## config.mk

```make
export PLATFORM = sky130hd
export DESIGN_NAME = button_press_classifier_core
export DESIGN_NICKNAME = d
export VERILOG_FILES = /design/src/design/bpc_pkg.sv /design/src/design/bpc_cfg_regs.sv /design/src/design/bpc_step.sv /design/src/design/button_press_classifier_core.sv
export SDC_FILE = /design/constraint.sdc
export NUM_CORES = 1
export LEC_CHECK = 0
export BUFFER_PORTS_ARGS = -buffer_cell sky130_fd_sc_hd__buf_2
export CAP_MARGIN = 5
export CORE_ASPECT_RATIO = 1.4
export CORE_MARGIN = 1
export CORE_UTILIZATION = 30
export CTS_BUF_LIST = sky130_fd_sc_hd__clkbuf_4 sky130_fd_sc_hd__clkbuf_8
export CTS_CLUSTER_DIAMETER = 40
export DETAILED_ROUTE_END_ITERATION = 12
export PLACE_DENSITY_LB_ADDON = 0.3
export SLEW_MARGIN = 20
export SYNTH_ARGS = -nofsm -noshare
export SYNTH_HDL_FRONTEND = slang
export SYNTH_SLANG_ARGS = --single-unit
```

## constraint.sdc

```tcl
create_clock -name clk -period 4.46 [get_ports clk]
set_input_delay 0.669 -clock clk [delete_from_list [all_inputs] [get_ports clk]]
set_output_delay 0.669 -clock clk [all_outputs]
set_load 0.02 [all_outputs]
```

## src/design/bpc_pkg.sv

```systemverilog
// Package for the button press classifier: widths, register indexes, shared types.
package bpc_pkg;

  localparam int unsigned TickW = 16;
  localparam int unsigned CfgIdxW = 2;

  localparam logic [TickW-1:0] HeldMax = {TickW{1'b1}};

  // Register reset values
  localparam logic [TickW-1:0] DebounceReset = 16'd10;
  localparam logic [TickW-1:0] ShortMaxReset = 16'd1000;
  localparam logic [TickW-1:0] LongReset     = 16'd3000;

  // Register indexes
  localparam logic [CfgIdxW-1:0] CFG_DEBOUNCE_TICKS  = 2'd0;
  localparam logic [CfgIdxW-1:0] CFG_SHORT_MAX_TICKS = 2'd1;
  localparam logic [CfgIdxW-1:0] CFG_LONG_TICKS      = 2'd2;

  typedef struct packed {
    logic [TickW-1:0] debounce_ticks;
    logic [TickW-1:0] short_max_ticks;
    logic [TickW-1:0] long_ticks;
  } cfg_t;

  typedef struct packed {
    logic short_press;
    logic long_press;
  } result_t;

  typedef struct packed {
    logic pin_edge;
    logic pressed;
    logic debounce_armed;
    logic long_armed;
  } status_t;

endpackage

```

## src/design/bpc_cfg_regs.sv

```systemverilog
// Configuration register file for the button press classifier.
module bpc_cfg_regs (
  input  logic                          clk,
  input  logic                          rst_n,
  input  logic                          wr_en,
  input  logic [bpc_pkg::CfgIdxW-1:0]   wr_index,
  input  logic [bpc_pkg::TickW-1:0]     wr_data,
  output bpc_pkg::cfg_t                 cfg
);
  import bpc_pkg::*;

  cfg_t cfg_r;

  always_ff @(posedge clk) begin
    if (!rst_n) begin
      cfg_r.debounce_ticks  <= DebounceReset;
      cfg_r.short_max_ticks <= ShortMaxReset;
      cfg_r.long_ticks      <= LongReset;
    end else if (wr_en) begin
      case (wr_index)
        CFG_DEBOUNCE_TICKS:  cfg_r.debounce_ticks  <= wr_data;
        CFG_SHORT_MAX_TICKS: cfg_r.short_max_ticks <= wr_data;
        CFG_LONG_TICKS:      cfg_r.long_ticks      <= wr_data;
        default: ;  // unmapped index, dropped
      endcase
    end
  end

  assign cfg = cfg_r;

endmodule

```

## src/design/bpc_step.sv

```systemverilog
// Per-tick classifier state and next-state logic: countdowns, debounced state, held time.
module bpc_step (
  input  logic              clk,
  input  logic              rst_n,
  input  logic              step_en,
  input  logic              level,
  input  bpc_pkg::cfg_t     cfg,
  output bpc_pkg::result_t  result,
  output bpc_pkg::status_t  status
);
  import bpc_pkg::*;

  logic             prev_level_r, prev_level_nxt;
  logic [TickW-1:0] db_left_r, db_left_nxt;
  logic             db_armed_r, db_armed_nxt;
  logic [TickW-1:0] lg_left_r, lg_left_nxt;
  logic             lg_armed_r, lg_armed_nxt;
  logic             pressed_r, pressed_nxt;
  logic [TickW-1:0] held_r, held_nxt;

  logic             pin_edge;
  logic             pressed_now;
  logic [TickW-1:0] held_inc;
  logic [TickW-1:0] db_dec, lg_dec;
  logic             db_fire, lg_fire;

  always_comb begin
    pressed_now = ~level;
    pin_edge    = (level != prev_level_r);
    held_inc    = (held_r == HeldMax) ? held_r : held_r + 1'b1;

    // a zero count fires on the next tick just like one
    db_dec  = (db_left_r != '0) ? db_left_r - 1'b1 : db_left_r;
    lg_dec  = (lg_left_r != '0) ? lg_left_r - 1'b1 : lg_left_r;
    db_fire = !pin_edge && db_armed_r && (db_dec == '0);
    lg_fire = !pin_edge && lg_armed_r && (lg_dec == '0);

    prev_level_nxt = level;
    pressed_nxt    = pressed_r;
    held_nxt       = held_inc;
    result         = '0;

    if (pin_edge) begin
      db_left_nxt  = cfg.debounce_ticks;
      db_armed_nxt = 1'b1;
      lg_left_nxt  = cfg.long_ticks;
      lg_armed_nxt = 1'b1;
    end else begin
      db_left_nxt  = db_armed_r ? db_dec : db_left_r;
      db_armed_nxt = db_armed_r && !db_fire;
      lg_left_nxt  = lg_armed_r ? lg_dec : lg_left_r;
      lg_armed_nxt = lg_armed_r && !lg_fire;
    end

    if (db_fire && (pressed_now != pressed_r)) begin
      result.short_press = pressed_r && (held_inc <= cfg.short_max_ticks);
      pressed_nxt        = pressed_now;
      held_nxt           = '0;
    end
    result.long_press = lg_fire && pressed_now;
  end

  always_ff @(posedge clk) begin
    if (!rst_n) begin
      prev_level_r <= 1'b1;
      db_left_r    <= '0;
      db_armed_r   <= 1'b0;
      lg_left_r    <= '0;
      lg_armed_r   <= 1'b0;
      pressed_r    <= 1'b0;
      held_r       <= '0;
    end else if (step_en) begin
      prev_level_r <= prev_level_nxt;
      db_left_r    <= db_left_nxt;
      db_armed_r   <= db_armed_nxt;
      lg_left_r    <= lg_left_nxt;
      lg_armed_r   <= lg_armed_nxt;
      pressed_r    <= pressed_nxt;
      held_r       <= held_nxt;
    end
  end

  assign status.pin_edge       = pin_edge;
  assign status.pressed        = pressed_r;
  assign status.debounce_armed = db_armed_r;
  assign status.long_armed     = lg_armed_r;

endmodule

```

## src/design/button_press_classifier_core.sv

```systemverilog
// Top level of the button press classifier: input register, step unit, result register.
//
//  channel | direction | handshake           | payload
//  --------+-----------+---------------------+-------------------------------
//  in_     | in        | in_valid / in_stall | in_pin_level
//  out_    | out       | out_valid/out_stall | out_short_press, out_long_press
//  cfg_    | in        | cfg_valid/cfg_ready | cfg_index, cfg_wdata
//
// One beat per cycle sustained while out_stall is low; the result beat passes through the input
// register, then the step logic into the result register.
// The classifier state loop (countdowns, debounced level, held time) closes inside the
// step unit, so consecutive ticks go through without bubbles.
// rst_n is synchronous, active low; it empties both stages and loads register defaults.
// out_stall holds the result register; a full input register then raises in_stall.
// cfg_ready is always high; countdown lengths load at the next pin edge, the short
// limit applies from the next tick.
module button_press_classifier_core (
  input  logic                          clk,
  input  logic                          rst_n,
  // tick input
  input  logic                          in_valid,
  output logic                          in_stall,
  input  logic                          in_pin_level,
  // classification results
  output logic                          out_valid,
  input  logic                          out_stall,
  output logic                          out_short_press,
  output logic                          out_long_press,
  // register writes
  input  logic                          cfg_valid,
  output logic                          cfg_ready,
  input  logic [bpc_pkg::CfgIdxW-1:0]   cfg_index,
  input  logic [bpc_pkg::TickW-1:0]     cfg_wdata
);
  import bpc_pkg::*;

  cfg_t    cfg;
  result_t step_res;
  status_t step_stat;

  logic in_valid_r;
  logic in_level_r;
  logic out_valid_r;
  logic out_short_r;
  logic out_long_r;

  logic out_free;   // result register can take a beat this cycle
  logic step_en;    // buffered tick moves through the step logic
  logic in_take;

  assign cfg_ready = 1'b1;

  bpc_cfg_regs u_cfg (
    .clk      (clk),
    .rst_n    (rst_n),
    .wr_en    (cfg_valid && cfg_ready),
    .wr_index (cfg_index),
    .wr_data  (cfg_wdata),
    .cfg      (cfg)
  );

  assign out_free = !out_valid_r || !out_stall;
  assign step_en  = in_valid_r && out_free;
  assign in_stall = in_valid_r && !out_free;
  assign in_take  = in_valid && !in_stall;

  // input register
  always_ff @(posedge clk) begin
    if (!rst_n) begin
      in_valid_r <= 1'b0;
    end else if (in_take) begin
      in_valid_r <= 1'b1;
    end else if (step_en) begin
      in_valid_r <= 1'b0;
    end
  end

  always_ff @(posedge clk) begin
    if (in_take) begin
      in_level_r <= in_pin_level;
    end
  end

  bpc_step u_step (
    .clk     (clk),
    .rst_n   (rst_n),
    .step_en (step_en),
    .level   (in_level_r),
    .cfg     (cfg),
    .result  (step_res),
    .status  (step_stat)
  );

  // result register
  always_ff @(posedge clk) begin
    if (!rst_n) begin
      out_valid_r <= 1'b0;
    end else if (out_free) begin
      out_valid_r <= in_valid_r;
    end
  end

  always_ff @(posedge clk) begin
    if (step_en) begin
      out_short_r <= step_res.short_press;
      out_long_r  <= step_res.long_press;
    end
  end

  assign out_valid       = out_valid_r;
  assign out_short_press = out_short_r;
  assign out_long_press  = out_long_r;

`ifndef SYNTHESIS
  // backpressure at the input only comes from a held result
  a_stall_cause: assert property (@(posedge clk) disable iff (!rst_n)
    in_stall |-> (out_valid && out_stall))
    else $error("in_stall without a held result");

  // a pin edge arms both countdowns
  a_edge_arms: assert property (@(posedge clk) disable iff (!rst_n)
    (step_en && step_stat.pin_edge) |=> (step_stat.debounce_armed && step_stat.long_armed))
    else $error("pin edge did not arm countdowns");

  // a short press only comes with a debounced release
  a_short_release: assert property (@(posedge clk) disable iff (!rst_n)
    (step_en && step_res.short_press) |=> (!step_stat.pressed && out_valid))
    else $error("short press without a release");
`endif

endmodule
```

---- Word level (Yosys, flattened, before mapping) ----
Index checks and enable logic that the tools add are counted.
word-level totals
  bits in registers ....................... 105
  latch bits .............................. 0
  bits in writable memories ............... 0
  memory bits (read-only) ................. 0
  input bits .............................. 24
  output and inout bits ................... 5
  word-level logic and storage cells ...... 71
  memories ................................ 0
operators by class
  add/sub/neg operators ................... 3
  $mul .................................... 0
  div/mod/pow operators ................... 0
  order comparisons ....................... 1
  eq/ne operators ......................... 5
  shift operators ......................... 0
  mux-type cells .......................... 12
  bitwise operators ....................... 1
  reductions and logical operators ........ 34
operator list
  operator                                             number
  two-way mux 16 bit                                   8
  logical NOT 16 bit                                   2
  nonzero test 16 bit                                  2
  subtractor 16 x 1 -> 16 bit, second input constant   2
  adder 16 x 1 -> 16 bit, second input constant        1
  equality test 16 bit, second input constant          1
  less-or-equal comparator 16 bit                      1
  logical AND 1 bit                                    12
  AND reduction 2 bit                                  6
  logical NOT 1 bit                                    7
  nonzero test 2 bit                                   3
  two-way mux 1 bit                                    4
  equality test 2 x 1 -> 1 bit, second input constant  1
  equality test 2 bit, second input constant           1
  logical NOT 2 bit                                    1
  inequality test 1 bit                                2
  logical OR 1 bit                                     1
  NOT 1 bit                                            1

---- Logic depth before layout (Yosys ltp) ----
Gate-level depths: netlist (run 1).
  depth after elaboration ................. 7
  depth in mapped cells ................... 15
  gate-level depth less buffers ........... 15

---- By module ----
From an unflattened synthesis (run 1), not the netlist that was laid out.
second synthesis, totals
  cells, all modules ...................... 775
  area, all modules ....................... 6162.2 um^2
by module, submodules not included
  module                        instances  cells an instance  area each (um^2)  sequential area each (um^2)
  bpc_step                      1          574                4036.4            1041.0
  bpc_cfg_regs                  1          188                1940.6            960.9
  button_press_classifier_core  1          13                 185.2             130.1

---- Least setup slack after synthesis (run 1) ----
No wires, ideal clock.
  path type ............................... reg-to-reg
  start point ............................. register u_step.held_r[0]
  end point ............................... register out_short_r (netlist: out_short_press) (data pin)
  library setup time ...................... 0.167 ns
  data arrival time ....................... 3.300 ns
  data required time ...................... 4.293 ns
  path slack .............................. 0.993 ns
  cell stages (with the launch flop) ...... 16
  path buffers ............................ 0
  period minus slack after synthesis ...... 3.467 ns
  cells stage by stage .................... dfxtp_1 > ha_1 > nand3_1 > nor4_1 > nor2_1 > and2_1 > xnor2_1 > inv_1 > ha_1 > a21oi_1 > nor2b_1 > o21ai_0 > a211o_1 > a31oi_1 > or4bb_1 > a211oi_1
on the way
  cells in the longest elaborated chain, start to end .. 4
  elaborated cells on any way between the ends .. 5
  classes of those cells .................. add/sub: 1; order compare: 1; eq/ne: 1; mux: 1; reduce/logical: 1
ends and longest elaborated chain
  what                                                                   line                                 text
  start, declared                                                        bpc_step.sv:19                       logic [TickW-1:0] held_r, held_nxt;
  start signal, assigned                                                 bpc_step.sv:79                       held_r <= held_nxt;
  adder 16 x 1 -> 16 bit / equality test 16 bit (equally long branches)  bpc_step.sv:30                       held_inc = (held_r == HeldMax) ? held_r : held_r + 1'b1;
  two-way mux 16 bit (*)                                                 bpc_step.sv:30
  less-or-equal comparator 16 bit (*)                                    bpc_step.sv:56                       result.short_press = pressed_r && (held_inc <= cfg.short_max_ticks);
  logical AND 1 bit (*)                                                  bpc_step.sv:56
  end signal, assigned                                                   button_press_classifier_core.sv:105  out_short_r <= step_res.short_press;
  end, declared                                                          button_press_classifier_core.sv:44   logic out_short_r;
Mark *: on every way between the ends. The rest lies on a longest branch, timed or not.
A chain may end at the register's enable or synchronous reset.

---- Final worst setup path (run 1) ----
  start point ............................. register u_step.held_r[4]
  end point ............................... register out_short_r (netlist: out_short_press) (data pin)
The elaborated chain is that of the path after synthesis.

==> results of run 1 <==
-- final cells by class --
class	instances	area [sq um]
Sequential cell	105	2130
Tap cell	248	310
Timing Repair Buffer	36	203
Multi-Input combinational cell	576	3490
Clock inverter	6	76.3
Clock buffer	10	138
Inverter	35	131
Fill cell	2143	12700
-- flip-flops by register name (all words and copies together), names as in the netlist, 16 cells and up --
name              cells
u_cfg.cfg            48
u_step.db_left_r     16
u_step.held_r        16
u_step.lg_left_r     16
-- how the worst min path moves through the flow --
stage / end / startpoint / depth (start not counted)
after floorplan: u_cfg.cfg[33] / u_cfg.cfg[33] / 2
after global placement: u_cfg.cfg[31] / u_cfg.cfg[31] / 2
after detailed placement: u_cfg.cfg[18] / u_cfg.cfg[18] / 2
after CTS: in_level_r / in_pin_level / 1
after global routing: in_level_r / in_pin_level / 1
final: in_level_r / in_pin_level / 1
-- routing by layer --
metal	vias up	wire [um]	global-route usage, %
met5	-	0	0
li1	2682	-	-
met3	27	349	2.07
met1	2420	7050	19.9
met2	78	7820	28.2
met4	0	417	6.01
-- layout by cell type (no fill, tap or decap), types with 18 or more instances in the layout --
| master | instances |
|---|---|
| buf_2 | 27 |
| nor2_1 | 42 |
| a21oi_1 | 23 |
| nand2_1 | 152 |
| nor3_1 | 18 |
| o21ai_0 | 46 |
| a21boi_0 | 39 |
| dfxtp_1 | 102 |
| inv_1 | 35 |
| ha_1 | 21 |
| nand3_1 | 23 |
-- power by group through the flow --
stage,sequential [mW],combinational (mW),clock [mW]
2_1_floorplan,1.03,0.511,0
3_3_place_gp,1.05,0.672,0
6_report,1.03,0.671,0.652
4_1_cts,1.03,0.675,0.675
5_1_grt,1.04,0.756,0.709
3_5_place_dp,1.05,0.672,0
-- through the flow --
step / util (%) / instance area, sq um / total power, mW / setup slack (ns)
2_1_floorplan: - / 5900 / 1.54 / 0.993
3_3_place_gp: 32.6 / 6260 / 1.72 / 0.626
3_5_place_dp: 32.6 / 6260 / 1.72 / 0.507
4_1_cts: 33.7 / 6470 / 2.38 / 0.450
5_1_grt: 33.7 / 6480 / 2.50 / 0.189
6_report: 33.7 / 6480 / 2.35 / 0.739
-- kinds of logic (layout without fill, tap and decap cells) --
group / Yosys count / count (layout) / synth area share, %
simple gates: 332 / 332 / 27.7
compound gates: 196 / 196 / 22.3
flops: 105 / 105 / 36.1
buf+inv: 79 / 87 / 5.40
fa+ha+maj: 21 / 21 / 4.45
xor+xnor: 21 / 21 / 3.12
mux: 5 / 5 / 0.869
other cells: 1 / 1 / 0.0635
==> results.toml, run 1 <==
[outcome]
outcome = "finished, final reports clean"

[drt]
detail_route.drc_violations = 0
avg_vias_per_cell = 5.13
routed_wirelength_mm = 15.6
drt-wirelength-per-cell_um = 15.4
drt_pre_antenna_iters = 4
first_iter_violations = 282
vias = 5207
ant_nets = 0

[sta]
finalHoldWorstSlack_ns = 0.448
timing.final.hold_violations = 0
tightest_slew_ns = 1.11
report.final.slew_viol_count = 0
final-setup-viol-count = 0
finalCriticalPeriod_ns = 3.72
skew_ns = 0.0150
sum_of_negative_setup_slack_ns = 0
timing.final.crit_share_pct = 83.4
maxSlewHeadroom_pct = 25.9
fmaxAchievable_mhz = 269
grt_setup_unrepaired = "false"

[yosys]
synth.cell_area_sq_um = 5900
synth-edff-count = 3
synthMostInstantiatedCell = "nand2_1"
synthDominantAreaCellType = "dfxtp_1"
post_synth_inst_count = 760
netlist_top_cells_area = "dfxtp_1 (35%), nand2_1 (9.7%), a21boi_0 (5.0%), ha_1 (4.5%), o21ai_0 (3.9%)"
synth_seq_area_share_pct = 36.1
ys_seq_elements = 105
postSynth.topFlopCell = "dfxtp_1"
share_of_flip_flops_with_an_asynchronous_set_or_reset_pct = 0
post_synth_top_area_share_pct = 34.6
netlist_top_cells_count = "nand2_1 (152), dfxtp_1 (102), o21ai_0 (46)"
synth_fp_nets = 805
syn_warnings = 0
avgSynthCellArea_sq_um = 7.77
synth_cell_types = 67

[critical_path]
cpMaxStageDelayCell = "nor4_2"
family_of_cells_with_the_greatest_summed_delay_on_the_critical_path = "simple AND/OR/NAND/NOR gates"
worst_setup_path_endpoint = "out_short_press"
worst_setup_path_start_kind = "register"
cp.buffers_inverters = 1
critical_r2r_launch = "u_step.held_r[4]"
timing.critical_path.cells = "and4_1, nand4_1, nor4_2, nor2_1, and2_1, xnor2_1, inv_1, ha_1, a21oi_1, nor2b_1, o21ai_0, a211o_1, a31oi_1, or4bb_1, a211oi_1"
reg2reg_depth = 15
cpPeakStageDelay_ns = 0.47
setup.worst_path.end_class = "register"
worst-r2r-setup-slack_ns = 0.74
worst-endpoint-required_ns = 4.67
setup.worst_path.start = "u_step.held_r[4]"
critical_path_arrival_ns = 3.93
critical_path_class = "reg -> reg"
critical_path.reg2reg.endpoint = "out_short_press"
critical_path_cell_count = 15
critical_path_peak_fanout = 7

[clock_network]
numClockSinks = 105
tritoncts_clock_tree = "yes"
clock_tree.htree_level_count = 3
worstSkewPairLatency_ns = 0.39
cts_max_path_buffers = 2
setup_repair_bufs_after_cts = 0
cts-buffers-inserted = 9
cts.clk_slew.worst_paths_ns = 0.11
cts.root.buffer_cell = "clkbuf_8"
cts_hold_repair.buffers = 0
cts-resized-gates = 0

[placed_design]
half_perimeter_wire_length_of_the_detailed_placement_result_mm = 11.3
numPortBuffers = 27
placed_cells_incl_taps = 1000
gp_congestion = 0.801

[floorplanning]
die_h_um = 168
die_area_sq_um = 20300
fp-row-count = 60
ioPinCount = 29
dieWidth_um = 121
core_sq_um = 19200
floorplan.initialDensity_pct = 30.7

[run]
drv_cap = 0

[pwr]
cellPowerDensity_nw_per_um2 = 363
net_switching_mw = 0.831
power_report.internal_total_mw = 1.52
peakVddDrop_mv = 0.153
power.share.sequential_pct = 43.7
netSwitchingFraction_pct = 35.3
power_frac_comb_pct = 28.5
clockPowerShare_pct = 27.7
total_leakage_power_nw = 2.49

[layout]
nets = 808
final_layout_size_suffix_gt1_share_pct = 10.0
n_antenna_cell = 0
instances_no_fill = 1016
area.growth.synth_to_final_pct = 9.77

[global_routing]
globalRoute.totalOverflow = 0
grt_pass1_wl_mm = 25.9
maximum_number_of_pins_on_one_net_before_global_route_repair = 63
grt_usage_pct = 16.1
via_count_of_the_first_global_routing_pass = 5045
grt_antenna_before_repair = 0

[hold_path]
hold_class = "in -> reg"
(Power assumes the default switching activity.)
==> run 2, diff against run 1 <==
- ABC_AREA: not set -> 1
- clock period: 4.46 -> 3.8 ns (I/O delays scaled with it)
==> run 2 against run 1 <==
Synthesized cell count increased by 26%; core utilization is 0.53 points lower; die area up 5.9%; non-clock buffer count decreased by 1; worst setup slack improved by 0.018 ns; via count increased by 16%; final area up 4.9%; wire length increased by 14%; register-to-register slack improved by 0.02 ns; synthesized area grew 6.0%; largest cell class unchanged; largest power group unchanged.
==> results.toml, run 2 <==
[outcome]
outcome = "finished, final reports clean"

[yosys]
synth_fp_nets = 1006
synth_cell_types = 35
synthMostInstantiatedCell = "nand2_1"
share_of_flip_flops_with_an_asynchronous_set_or_reset_pct = 0
syn_warnings = 0
synth-edff-count = 3
synth.cell_area_sq_um = 6250
avgSynthCellArea_sq_um = 6.51
synthDominantAreaCellType = "dfxtp_1"
post_synth_top_area_share_pct = 32.6
synth_seq_area_share_pct = 34.1
netlist_top_cells_area = "dfxtp_1 (33%), nand2_1 (15%), nor2_1 (8.0%), o21ai_0 (6.6%), inv_1 (5.3%)"
postSynth.topFlopCell = "dfxtp_1"
post_synth_inst_count = 961
ys_seq_elements = 105
netlist_top_cells_count = "nand2_1 (253), nor2_1 (134), dfxtp_1 (102)"

[floorplanning]
dieWidth_um = 124
die_h_um = 173
ioPinCount = 29
die_area_sq_um = 21400
floorplan.initialDensity_pct = 30.5
fp-row-count = 62
core_sq_um = 20500

[sta]
timing.final.hold_violations = 0
timing.final.crit_share_pct = 80.1
maxSlewHeadroom_pct = 36.6
report.final.slew_viol_count = 0
sum_of_negative_setup_slack_ns = 0
fmaxAchievable_mhz = 329
finalHoldWorstSlack_ns = 0.351
skew_ns = 0.0156
grt_setup_unrepaired = "false"
final-setup-viol-count = 0
tightest_slew_ns = 0.950
finalCriticalPeriod_ns = 3.04

[global_routing]
grt_usage_pct = 17.2
grt_pass1_wl_mm = 28.7
grt_antenna_before_repair = 0
via_count_of_the_first_global_routing_pass = 5523
maximum_number_of_pins_on_one_net_before_global_route_repair = 83
globalRoute.totalOverflow = 0

[drt]
avg_vias_per_cell = 4.90
first_iter_violations = 340
drt-wirelength-per-cell_um = 14.5
detail_route.drc_violations = 0
vias = 6016
drt_pre_antenna_iters = 8
ant_nets = 0
routed_wirelength_mm = 17.8

[clock_network]
tritoncts_clock_tree = "yes"
cts_hold_repair.buffers = 0
setup_repair_bufs_after_cts = 0
numClockSinks = 105
cts.clk_slew.worst_paths_ns = 0.12
cts-resized-gates = 0
cts_max_path_buffers = 2
cts-buffers-inserted = 9
worstSkewPairLatency_ns = 0.39
cts.root.buffer_cell = "clkbuf_8"
clock_tree.htree_level_count = 3

[critical_path]
cpMaxStageDelayCell = "dfxtp_1"
worst-endpoint-required_ns = 3.96
reg2reg_depth = 18
setup.worst_path.end_class = "register"
critical_path_class = "reg -> reg"
timing.critical_path.cells = "ha_1, nand2_1, nor2_2, nand4_2, nor2_1, inv_1, nor2_1, nand3_1, o21ai_0, inv_1, ha_1, nand4_1, a31oi_1, nor3_1, nand3_1, nand2_1, nand2_1, nor2_1"
critical_path_peak_fanout = 6
worst_setup_path_start_kind = "register"
critical_path.reg2reg.endpoint = "out_short_press"
critical_r2r_launch = "u_step.held_r[0]"
setup.worst_path.start = "u_step.held_r[0]"
critical_path_arrival_ns = 3.20
cpPeakStageDelay_ns = 0.47
worst-r2r-setup-slack_ns = 0.76

[pwr]
clockPowerShare_pct = 26.1
power.share.sequential_pct = 43.5
netSwitchingFraction_pct = 39.5
power_frac_comb_pct = 30.4
power_report.internal_total_mw = 1.70
net_switching_mw = 1.11
peakVddDrop_mv = 0.165
cellPowerDensity_nw_per_um2 = 412
total_leakage_power_nw = 3.08

[layout]
final_layout_size_suffix_gt1_share_pct = 10.7
fillers = 2307
final_util_pct = 33.2
layout_commonest_cell = "nand2_1"
most-common-layout-cells = "nand2_1 (253), nor2_1 (134), dfxtp_1 (102)"
n_antenna_cell = 0
area.growth.synth_to_final_pct = 8.66
nets = 1011
largest_register_ffs = 48

[run]
drv_cap = 0

[hold_path]
holdPathStages = 1
hold_path_startpoint = "in_pin_level"
min_delay_worst_endpoint = "in_level_r"
hold_class = "in -> reg"

[placed_design]
gp_congestion = 0.884
half_perimeter_wire_length_of_the_detailed_placement_result_mm = 13.0
numPortBuffers = 27
[run 2: cell count changes after synthesis, moves of 12 or more]
cell,previous run,this run
inv_1,35,89
nand2_1,152,253
nor2b_1,12,0
nor2_1,42,134
nand3_1,23,61
nor3_1,18,6
a31oi_1,11,33
nand2_2,0,21
o21ai_0,46,82
and2_1,15,0
a21boi_0,39,0
[run 2: layout make-up]
class | instances | area [sq um] | share of cell area [%]
sequential | 105 | 2130 | 31.4
clock buffer | 9 | 124 | 1.82
clock inverter | 7 | 83.8 | 1.23
tap | 256 | 320 | 4.71
inverter | 91 | 342 | 5.03
multi-input combinational | 724 | 3600 | 53.0
timing repair buffer | 35 | 195 | 2.87
[run 2: power groups by stage]
stage	logic, mW	registers, mW	clock network (mW)
finish	0.853	1.22	0.731
global route	0.970	1.23	0.801
CTS	0.854	1.22	0.758
detailed placement	0.849	1.24	0
global placement	0.846	1.24	0
floorplan	0.665	1.23	0
[run 2: cells by family after synthesis]
| kind of cell | count (synthesis) | synth area share [%] |
|---|---|---|
| xor gates and xnor gates | 16 | 2.24 |
| other | 1 | 0.0600 |
| and+or+nand+nor | 518 | 36.0 |
| DFF | 105 | 34.1 |
| AOI/OAI and AO/OA | 168 | 15.1 |
| adders and majority gates | 21 | 4.20 |
| buffers and inverters | 132 | 8.36 |
[run 2: worst max path at each step]
stage | endpoint | slack [ns] | cells past startpoint
2_1_floorplan | out_short_press | 1.21 | 18
3_3_place_gp | out_short_press | 0.97 | 18
3_5_place_dp | out_short_press | 0.85 | 18
4_1_cts | out_short_press | 0.78 | 18
5_1_grt | out_short_press | 0.49 | 18
6_report | out_short_press | 0.76 | 18
[run 2: through the flow]
| step | worst slack [ns] | power [mW] | area [sq um] | std cells |
|---|---|---|---|---|
| 2_1_floorplan | 1.21 | 1.89 | 6250 | 961 |
| 3_5_place_dp | 0.851 | 2.09 | 6590 | 1211 |
| 5_1_grt | 0.490 | 3.00 | 6800 | 1227 |
| 4_1_cts | 0.784 | 2.83 | 6800 | 1227 |
| 3_3_place_gp | 0.971 | 2.09 | 6590 | 1211 |
| 6_report | 0.758 | 2.80 | 6800 | 1227 |
[run 2: critical path, delay by kind of cell, from the launching register on]
family	cells	cell delay, ns
simple gates	12	1.26
fa+ha+maj	2	0.49
flops	1	0.47
compound gates	2	0.42
buf+inv	2	0.18
[run 2: layer usage]
metal  global-route usage [%]  vias to the layer above  wire [um]
met2                     30.8                      100       9250
met1                     21.0                     2766       7650
li1                         -                     3132          -
met4                     5.75                        0        413
met5                        0                        -          0
met3                     1.81                       18        504
